[src/hdl/rpa_pkg.sv]
// ----------------------------------------------------------------------------
// rpa_pkg
// Shared constants, request/status codes and controller command type for the
// register pool allocator.
// ----------------------------------------------------------------------------
`default_nettype none

package rpa_pkg;

  localparam int SLOTS      = 16;
  localparam int CODE_BITS  = 8;
  localparam int SLOT_BITS  = $clog2(SLOTS);
  localparam int COUNT_BITS = $clog2(SLOTS + 1);
  localparam int POOLS      = 2;

  // field widths of the request and response channels
  localparam int TYPE_W   = 3;
  localparam int CODE_W   = 8;
  localparam int INDEX_W  = 4;
  localparam int STATUS_W = 2;
  localparam int FCOUNT_W = 5;

  // request types
  localparam logic [TYPE_W-1:0] REQ_ALLOC   = 3'd0;
  localparam logic [TYPE_W-1:0] REQ_RELEASE = 3'd1;
  localparam logic [TYPE_W-1:0] REQ_RESERVE = 3'd2;
  localparam logic [TYPE_W-1:0] REQ_QUERY   = 3'd3;
  localparam logic [TYPE_W-1:0] REQ_LOAD    = 3'd4;

  // response status
  localparam logic [STATUS_W-1:0] ST_OK           = 2'd0;
  localparam logic [STATUS_W-1:0] ST_POOL_EMPTY   = 2'd1;
  localparam logic [STATUS_W-1:0] ST_UNKNOWN_CODE = 2'd2;
  localparam logic [STATUS_W-1:0] ST_ALREADY_FREE = 2'd3;

  typedef logic [SLOTS-1:0]      slot_map_t;
  typedef logic [CODE_BITS-1:0]  code_t;
  typedef logic [SLOT_BITS-1:0]  slot_idx_t;
  typedef logic [COUNT_BITS-1:0] count_t;

  typedef struct packed {
    logic capture;  // latch the accepted request
    logic commit;   // execute it and load the result register
  } cmd_t;

endpackage

`default_nettype wire

[src/hdl/rpa_if.sv]
// ----------------------------------------------------------------------------
// rpa_req_if / rpa_rsp_if
// Valid/ready channels carrying allocator requests and responses.
// ----------------------------------------------------------------------------
`default_nettype none

interface rpa_req_if;
  import rpa_pkg::*;
  logic                 valid;
  logic                 ready;
  logic [TYPE_W-1:0]    req_type;
  logic                 pool_sel;
  logic [CODE_W-1:0]    reg_code;
  logic [INDEX_W-1:0]   slot_index;

  modport source (output valid, req_type, pool_sel, reg_code, slot_index, input ready);
  modport sink   (input valid, req_type, pool_sel, reg_code, slot_index, output ready);
endinterface

interface rpa_rsp_if;
  import rpa_pkg::*;
  logic                 valid;
  logic                 ready;
  logic [CODE_W-1:0]    granted_code;
  logic                 is_free;
  logic [STATUS_W-1:0]  status;
  logic [FCOUNT_W-1:0]  free_count;

  modport source (output valid, granted_code, is_free, status, free_count, input ready);
  modport sink   (input valid, granted_code, is_free, status, free_count, output ready);
endinterface

`default_nettype wire

[src/hdl/register_pool_allocator.sv]
// Flow: an accepted request is latched into the request register, then
// executed into the output register; no new request is accepted before
//   that execution, but the next request is taken while a response waits.
// Reset (synchronous, active high) clears both pools' loaded and free maps
//   and free counts at once; slot codes are not cleared, no clearing pass.
// ----------------------------------------------------------------------------
// register_pool_allocator
// Integer and real register pools with bitmap free lists: load, allocate,
// release, reserve and query by code.
// ----------------------------------------------------------------------------
`default_nettype none

module register_pool_allocator
  import rpa_pkg::*;
(
  input wire        clk,
  input wire        rst,
  rpa_req_if.sink   req,
  rpa_rsp_if.source rsp
);

  cmd_t cmd;

  rpa_ctrl u_ctrl (
    .clk       (clk),
    .rst       (rst),
    .req_valid (req.valid),
    .req_ready (req.ready),
    .rsp_valid (rsp.valid),
    .rsp_ready (rsp.ready),
    .cmd       (cmd)
  );

  rpa_datapath u_datapath (
    .clk          (clk),
    .rst          (rst),
    .cmd          (cmd),
    .req_type     (req.req_type),
    .pool_sel     (req.pool_sel),
    .reg_code     (req.reg_code),
    .slot_index   (req.slot_index),
    .granted_code (rsp.granted_code),
    .is_free      (rsp.is_free),
    .status       (rsp.status),
    .free_count   (rsp.free_count)
  );

endmodule

`default_nettype wire

[src/hdl/rpa_ctrl.sv]
// ----------------------------------------------------------------------------
// rpa_ctrl
// Request sequencer: accept, execute, hand the result to the output register.
// ----------------------------------------------------------------------------
`default_nettype none

module rpa_ctrl
  import rpa_pkg::*;
(
  input  wire  clk,
  input  wire  rst,
  input  wire  req_valid,
  output logic req_ready,
  output logic rsp_valid,
  input  wire  rsp_ready,
  output cmd_t cmd
);

  localparam logic ST_IDLE = 1'b0;
  localparam logic ST_EXEC = 1'b1;

  logic state;
  logic state_next;
  logic out_valid;
  logic out_valid_next;

  always_comb begin
    req_ready   = (state == ST_IDLE);
    cmd.capture = (state == ST_IDLE) && req_valid;
    // result register free, or being emptied this cycle
    cmd.commit  = (state == ST_EXEC) && (!out_valid || rsp_ready);

    state_next = state;
    case (state)
      ST_IDLE: begin
        if (req_valid) state_next = ST_EXEC;
      end
      ST_EXEC: begin
        if (cmd.commit) state_next = ST_IDLE;
      end
      default: state_next = ST_IDLE;
    endcase

    out_valid_next = out_valid;
    if (cmd.commit) begin
      out_valid_next = 1'b1;
    end else if (rsp_ready) begin
      out_valid_next = 1'b0;
    end
  end

  always_ff @(posedge clk) begin
    if (rst) begin
      state     <= ST_IDLE;
      out_valid <= 1'b0;
    end else begin
      state     <= state_next;
      out_valid <= out_valid_next;
    end
  end

  assign rsp_valid = out_valid;

  a_no_accept_in_exec: assert property (@(posedge clk) disable iff (rst)
    (state == ST_EXEC) |-> !req_ready)
    else $error("request accepted while one is executing");

  a_capture_to_exec: assert property (@(posedge clk) disable iff (rst)
    cmd.capture |=> (state == ST_EXEC))
    else $error("accepted request not executed");

  a_commit_shows_result: assert property (@(posedge clk) disable iff (rst)
    cmd.commit |=> rsp_valid)
    else $error("committed result not presented");

endmodule

`default_nettype wire

[src/hdl/rpa_datapath.sv]
// ----------------------------------------------------------------------------
// rpa_datapath
// Pool storage, code compare, priority encoders and the result register.
// ----------------------------------------------------------------------------
`default_nettype none

module rpa_datapath
  import rpa_pkg::*;
(
  input  wire                 clk,
  input  wire                 rst,
  input  cmd_t                cmd,
  input  wire [TYPE_W-1:0]    req_type,
  input  wire                 pool_sel,
  input  wire [CODE_W-1:0]    reg_code,
  input  wire [INDEX_W-1:0]   slot_index,
  output logic [CODE_W-1:0]   granted_code,
  output logic                is_free,
  output logic [STATUS_W-1:0] status,
  output logic [FCOUNT_W-1:0] free_count
);

  // latched request
  logic [TYPE_W-1:0]  r_type;
  logic               r_pool;
  code_t              r_code;
  logic [INDEX_W-1:0] r_slot;

  // pool state; codes have no reset, only valid slots are ever read
  code_t     codes [POOLS][SLOTS];
  slot_map_t valid [POOLS];
  slot_map_t free  [POOLS];
  count_t    count [POOLS];

  slot_map_t sel_valid;
  slot_map_t sel_free;
  count_t    sel_count;
  slot_map_t match;
  logic      match_hit;
  slot_idx_t match_idx;
  logic      free_hit;
  slot_idx_t free_idx;
  slot_idx_t load_idx;
  logic      load_ok;

  slot_map_t           free_next;
  count_t              count_next;
  logic [CODE_W-1:0]   grant_next;
  logic                is_free_next;
  logic [STATUS_W-1:0] status_next;
  logic                do_load;

  always_ff @(posedge clk) begin
    if (cmd.capture) begin
      r_type <= req_type;
      r_pool <= pool_sel;
      r_code <= reg_code[CODE_BITS-1:0];
      r_slot <= slot_index;
    end
  end

  always_comb begin
    sel_valid = valid[r_pool];
    sel_free  = free[r_pool];
    sel_count = count[r_pool];
    for (int i = 0; i < SLOTS; i++) begin
      match[i] = sel_valid[i] && (codes[r_pool][i] == r_code);
    end
    // highest-numbered hit wins
    match_hit = 1'b0;
    match_idx = '0;
    free_hit  = 1'b0;
    free_idx  = '0;
    for (int i = 0; i < SLOTS; i++) begin
      if (match[i]) begin
        match_hit = 1'b1;
        match_idx = SLOT_BITS'(i);
      end
      if (sel_free[i]) begin
        free_hit = 1'b1;
        free_idx = SLOT_BITS'(i);
      end
    end
    load_ok  = (int'(r_slot) < SLOTS);
    load_idx = SLOT_BITS'(r_slot);
  end

  always_comb begin
    free_next    = sel_free;
    count_next   = sel_count;
    grant_next   = '0;
    is_free_next = 1'b0;
    status_next  = ST_OK;
    do_load      = 1'b0;
    case (r_type)
      REQ_ALLOC: begin
        if (!free_hit) begin
          status_next = ST_POOL_EMPTY;
        end else begin
          grant_next          = CODE_W'(codes[r_pool][free_idx]);
          free_next[free_idx] = 1'b0;
          count_next          = sel_count - count_t'(1);
        end
      end
      REQ_RELEASE: begin
        if (!match_hit) begin
          status_next = ST_UNKNOWN_CODE;
        end else if (sel_free[match_idx]) begin
          status_next = ST_ALREADY_FREE;
        end else begin
          free_next[match_idx] = 1'b1;
          count_next           = sel_count + count_t'(1);
        end
      end
      REQ_RESERVE: begin
        if (!match_hit) begin
          status_next = ST_UNKNOWN_CODE;
        end else if (sel_free[match_idx]) begin
          free_next[match_idx] = 1'b0;
          count_next           = sel_count - count_t'(1);
        end
      end
      REQ_QUERY: begin
        if (!match_hit) begin
          is_free_next = 1'b1;
          status_next  = ST_UNKNOWN_CODE;
        end else begin
          is_free_next = sel_free[match_idx];
        end
      end
      REQ_LOAD: begin
        if (load_ok) begin
          do_load             = 1'b1;
          free_next[load_idx] = 1'b1;
          if (!sel_free[load_idx]) count_next = sel_count + count_t'(1);
        end
      end
      default: ;
    endcase
  end

  always_ff @(posedge clk) begin
    if (rst) begin
      for (int p = 0; p < POOLS; p++) begin
        valid[p] <= '0;
        free[p]  <= '0;
        count[p] <= '0;
      end
    end else if (cmd.commit) begin
      free[r_pool]  <= free_next;
      count[r_pool] <= count_next;
      if (do_load) valid[r_pool][load_idx] <= 1'b1;
    end
  end

  always_ff @(posedge clk) begin
    if (cmd.commit && do_load) codes[r_pool][load_idx] <= r_code;
  end

  always_ff @(posedge clk) begin
    if (cmd.commit) begin
      granted_code <= grant_next;
      is_free      <= is_free_next;
      status       <= status_next;
      free_count   <= FCOUNT_W'(count_next);
    end
  end

  a_int_free_in_valid: assert property (@(posedge clk) disable iff (rst)
    (free[0] & ~valid[0]) == '0)
    else $error("integer pool: free slot not loaded");

  a_real_free_in_valid: assert property (@(posedge clk) disable iff (rst)
    (free[1] & ~valid[1]) == '0)
    else $error("real pool: free slot not loaded");

  a_int_count: assert property (@(posedge clk) disable iff (rst)
    int'(count[0]) == $countones(free[0]))
    else $error("integer pool: free count out of step with free map");

  a_real_count: assert property (@(posedge clk) disable iff (rst)
    int'(count[1]) == $countones(free[1]))
    else $error("real pool: free count out of step with free map");

endmodule

`default_nettype wire
[src/flat_wrapper.sv]
// flat-port wrapper written by rule: the top's interface ports become plain ports
module register_pool_allocator_flat import rpa_pkg::*;
  (clk, rst, req_valid, req_req_type, req_pool_sel, req_reg_code, req_slot_index, req_ready, rsp_valid, rsp_granted_code, rsp_is_free, rsp_status, rsp_free_count, rsp_ready);
  rpa_req_if req_i ();
  rpa_rsp_if rsp_i ();
  input wire clk;
  input wire rst;
  input wire logic [$bits(req_i.valid)-1:0] req_valid;
  input wire logic [$bits(req_i.req_type)-1:0] req_req_type;
  input wire logic [$bits(req_i.pool_sel)-1:0] req_pool_sel;
  input wire logic [$bits(req_i.reg_code)-1:0] req_reg_code;
  input wire logic [$bits(req_i.slot_index)-1:0] req_slot_index;
  output wire logic [$bits(req_i.ready)-1:0] req_ready;
  output wire logic [$bits(rsp_i.valid)-1:0] rsp_valid;
  output wire logic [$bits(rsp_i.granted_code)-1:0] rsp_granted_code;
  output wire logic [$bits(rsp_i.is_free)-1:0] rsp_is_free;
  output wire logic [$bits(rsp_i.status)-1:0] rsp_status;
  output wire logic [$bits(rsp_i.free_count)-1:0] rsp_free_count;
  input wire logic [$bits(rsp_i.ready)-1:0] rsp_ready;
  assign req_i.valid = req_valid;
  assign req_i.req_type = req_req_type;
  assign req_i.pool_sel = req_pool_sel;
  assign req_i.reg_code = req_reg_code;
  assign req_i.slot_index = req_slot_index;
  assign req_ready = req_i.ready;
  assign rsp_valid = rsp_i.valid;
  assign rsp_granted_code = rsp_i.granted_code;
  assign rsp_is_free = rsp_i.is_free;
  assign rsp_status = rsp_i.status;
  assign rsp_free_count = rsp_i.free_count;
  assign rsp_i.ready = rsp_ready;
  register_pool_allocator u_core (.clk(clk), .rst(rst), .req(req_i), .rsp(rsp_i));
endmodule
[config.mk]
export PLATFORM = sky130hd
export DESIGN_NAME = register_pool_allocator_flat
export DESIGN_NICKNAME = d
export VERILOG_FILES = /design/src/hdl/rpa_pkg.sv /design/src/hdl/rpa_if.sv /design/src/hdl/register_pool_allocator.sv /design/src/hdl/rpa_ctrl.sv /design/src/hdl/rpa_datapath.sv /design/src/flat_wrapper.sv
export SDC_FILE = /design/constraint.sdc
export NUM_CORES = 1
export LEC_CHECK = 0
export ABC_CLOCK_PERIOD_IN_PS = 5200
export BUFFER_PORTS_ARGS = -buffer_cell sky130_fd_sc_hd__buf_2
export CAP_MARGIN = 20
export CORE_MARGIN = 2
export CORE_UTILIZATION = 45
export DETAILED_ROUTE_END_ITERATION = 10
export HOLD_SLACK_MARGIN = 0.05
export PLACE_DENSITY = 0.6
export SLEW_MARGIN = 20
export SYNTH_ARGS = -nofsm -noshare
export SYNTH_HDL_FRONTEND = slang
export SYNTH_HIERARCHICAL = 1
export SYNTH_SLANG_ARGS = --single-unit
[constraint.sdc]
create_clock -name clk -period 5.2 [get_ports clk]
set_clock_uncertainty 0.15 [all_clocks]
set_input_delay 1.04 -clock clk [delete_from_list [all_inputs] [get_ports clk]]
set_output_delay 1.04 -clock clk [all_outputs]
set_load 0.01 [all_outputs]
==> key figures <==
Status
  – Outcome: completed

Synth
  – Cells after Synth: 1,549
  – Synth Cell Area: 0.0196 mm^2
  – Post-Synth XOR/XNOR Area: 6.66%
  – Synth async-reset ratio: 0%
  – Sequential element share of the synthesized area: 54.1%
  – Avg Inst Size Synth: 12.7 um^2
  – Synth Net Count: 1,571
  – Post-synth EDFFs: 330
  – Synth Register Bits: 365
  – Adder-cell area share of the yosys netlist: 0.128%
  – Total number of yosys warnings: 6
  – Largest family of logic cells by synthesized area: multiplexers
  – Top FF cell, synth: edfxtp_1
  – Compound-Gate Fraction of Synth Area: 7.95%
  – Yosys cell types: 91
  – Multiplexer share of the synthesized area: 16.9%
  – Simple-Gate Fraction of Synth Area: 11.2%

Timing
  – Fmax: 204 MHz
  – Tcrit/Tclk final: 94.2%
  – Setup_tns: 0 ns
  – Final slew viol count: 0
  – Max-slew headroom: 21.5%
  – Fin Hold WS: 0.319 ns
  – RSZ-0062 raised after global routing: no
  – Tmin final: 4.90 ns
  – Final setup fails: 0
  – Worst Tran Pin Value: 1.17 ns
  – Final Hold Vio Count: 0

Hold path
  – WHS Endpoint: u_core/u_datapath/valid[0][6]
  – Hold path startpoint: u_core/u_datapath/valid[0][6]
  – HP Class: reg -> reg
  – Hold Path Stages: 2

Route
  – First-pass detailed-route iteration total: 6
  – Vias: 13,500
  – Post-route ant nets: 0
  – Routed wire length: 55,300 um
  – Residual DRC: 0
  – DR vias/cell: 5.99
  – Average wire per standard cell: 24.5 um
  – Starting DRT DRC Count: 1,248

Floorplanning
  – Core Area: 0.0431 mm^2
  – I/O pin total: 38
  – Die area: 0.0453 mm^2
  – Die width: 213 um
  – Starting Density: 45.5%
  – Die H: 213 um
  – Number of core rows: 76

Power and ir drop
  – Power Density: 322 mW/mm^2
  – Leakage: 7.67 nW
  – Peak VDD IR: 0.283 mV

Setup path
  – Crit path required time: 5.35 ns
  – Worst R2R End: u_core/u_datapath/free[1][9]
  – Worst reg2reg setup slack: 0.30 ns
  – CP Launch Type: register
  – Worst r2r path cells: 15
  – Crit Path Max Fanout: 25
  – CP Capture Type: register
  – CP arrival: 5.05 ns
  – Critical path type: reg -> reg

Clocking
  – CTS resizes: 0
  – Clock tree buffer depth: 3
  – # Post-CTS Setup Buffers: 0
  – CTS Buf Count: 41
  – Worst-path clk slew: 0.06 ns
  – Clk sink count: 365
  – CTS root buffer: clkbuf_16
  – H-tree depth: 2
  – CTS tree: done
  – Clk_lat worst skew: 0.57 ns
  – Hold_buf cts: 0

Final layout
  – Number of diodes: 0
  – Utilization after layout: 51.5%
  – Final #Nets: 1,660
  – Fillers: 3,710
  – Share of cells above drive strength 1: 18.5%
  – Area Overhead vs Synth: 13.2%

Global route
  – Initial antenna violation count: 0
  – Vias in the first global route: 13,300
  – Largest net degree at the start of global routing: 57
  – GR Overflow Total: 0
  – Global-route wire length before repair: 83,300 um
  – GRT Total Usage: 24.9%

Job
  – Max Cap Violations: 0

Placed design
  – Final HPWL DP: 38,800 um
  – Routability cong.: 0.963
  – Port bufs: 37
[worst max-delay path: stages (launching register included)]
cell and delay, ns:
dfxtp_4 0.54, buf_12 0.25, mux2i_1 0.24, xnor2_1 0.10, nor4_2 0.39, nand4_1 0.31, a21bo_1 0.29, o21ai_2 0.24
nor2_1 0.09, a211o_1 0.28, a221oi_2 0.34, nand4_4 0.19, nand2b_4 0.31, o311ai_0 0.55, a32o_1 0.30, nor2_1 0.05
[Yosys cell counts (all sizes together), types with 8 or more instances]
| library cell | number | share of area (%) |
|---|---|---|
| nand3 | 34 | 0.87 |
| buf | 58 | 2.1 |
| edfxtp | 330 | 51 |
| a31oi | 8 | 0.26 |
| mux2 | 16 | 0.92 |
| nand2 | 68 | 1.3 |
| nand4 | 17 | 0.62 |
| a21oi | 43 | 1.1 |
| o21ai | 62 | 1.7 |
| nor2 | 196 | 3.8 |
| inv | 14 | 0.27 |
| o22ai | 18 | 0.57 |
| nand2b | 15 | 0.52 |
| xor2 | 9 | 0.40 |
| a211oi | 8 | 0.33 |
| mux4 | 65 | 7.5 |
| nor4 | 19 | 0.77 |
| o211ai | 11 | 0.42 |
| nor2b | 14 | 0.45 |
| nor3 | 41 | 1.0 |
| dfxtp | 35 | 3.6 |
| and4 | 9 | 0.40 |
| xnor2 | 140 | 6.3 |
| clkbuf | 35 | 0.67 |
| mux2i | 167 | 8.5 |
| o31ai | 10 | 0.41 |
[metal layers]
metal / vias up / track usage [%] / part of all wire (%) / wire length [um]
met4: 0 / 8.51 / 3.1 / 1730
met1: 6807 / 35.1 / 44 / 24100
met3: 98 / 3.88 / 6.7 / 3680
met2: 522 / 39.4 / 47 / 25800
met5: - / 0 / 0 / 0
li1: 6073 / - / - / -
[flip-flops by register name, indices dropped and copies added, names as in the netlist, named ones only]
name / count
u_core/u_datapath/r_type: 3
u_core/u_datapath/valid: 32
u_core/u_ctrl/rsp_valid: 1
u_core/u_datapath/free_count: 5
u_core/u_datapath/count: 10
u_core/u_datapath/granted_code: 8
u_core/u_datapath/codes: 256
u_core/u_datapath/r_code: 8
u_core/u_datapath/status: 2
u_core/u_datapath/free: 32
u_core/u_datapath/load_idx: 4
u_core/u_datapath/r_pool: 1
u_core/u_datapath/is_free: 1
u_core/u_ctrl/state: 1
[power by group]
part | switching [mW] | internal, mW | leakage [nW]
clock | 1.16 | 1.64 | 0.626
sequential | 0.0407 | 3.24 | 3.33
combinational | 0.632 | 0.445 | 3.72
total | 1.83 | 5.32 | 7.67
[layout by cell type, fill, tap and decap left out, drive strengths merged, types with 4 or more instances in the layout]
cell and n:
nor3 41, o41ai 6, a22oi 5, a21o 6
a211oi 8, nor3b 6, o22ai 18, and4 9
and3 5, clkbuf 55, xnor2 140, nor2 196
mux4 65, inv 14, o31ai 10, or2 5
nand4 17, nand3 34, nor4 19, nand2 68
clkinv 16, mux2 16, nand2b 15, o311ai 5
xor2 9, and2 5, edfxtp 330, o21a 4
nand3b 5, o211ai 11, dfxtp 35, a21oi 43
mux2i 167, o31a 4, a31oi 8, nor2b 14
o21ai 62, buf 139
[cell type report]
| type | instances | area [um^2] | area share, % |
|---|---|---|---|
| Clock inverter | 19 | 181 | 0.817 |
| Timing Repair Buffer | 139 | 1090 | 4.90 |
| Sequential cell | 365 | 10600 | 47.8 |
| Tap cell | 585 | 732 | 3.30 |
| Inverter | 15 | 56.3 | 0.254 |
| Clock buffer | 55 | 1100 | 4.95 |
| Multi-Input combinational cell | 1076 | 8430 | 38.0 |
[stage by stage]
step	power [mW]	instance area [um^2]	cells	setup slack (ns)
2_1_floorplan	4.06	19600	1549	0.799
3_3_place_gp	4.40	20900	2180	0.375
3_5_place_dp	4.41	20900	2180	0.147
4_1_cts	7.20	22200	2254	0.142
5_1_grt	7.40	22200	2254	0.0251
6_report	7.15	22200	2254	0.302
[how the worst max path moves through the flow]
stage                                      from                       endpoint  slack, ns
detailed placement                     register  u_core/u_datapath/count[1][1]       0.15
finish                                 register   u_core/u_datapath/free[1][9]       0.30
global placement                       register  u_core/u_datapath/count[1][1]       0.38
floorplan           u_core/u_datapath/r_code[1]   u_core/u_datapath/free[1][4]       0.80
global route                           register   u_core/u_datapath/free[0][9]       0.03
CTS                                    register  u_core/u_datapath/count[1][1]       0.14
[logic make-up (layout without fill, tap and decap cells)]
family | Yosys count | after routing
AOI/OAI and AO/OA | 226 | 226
xor gates and xnor gates | 149 | 149
adders and majority gates | 2 | 2
buffers and inverters | 108 | 228
DFF | 365 | 365
muxes | 248 | 248
and+or+nand+nor | 451 | 451
(Power assumes the default switching activity.)
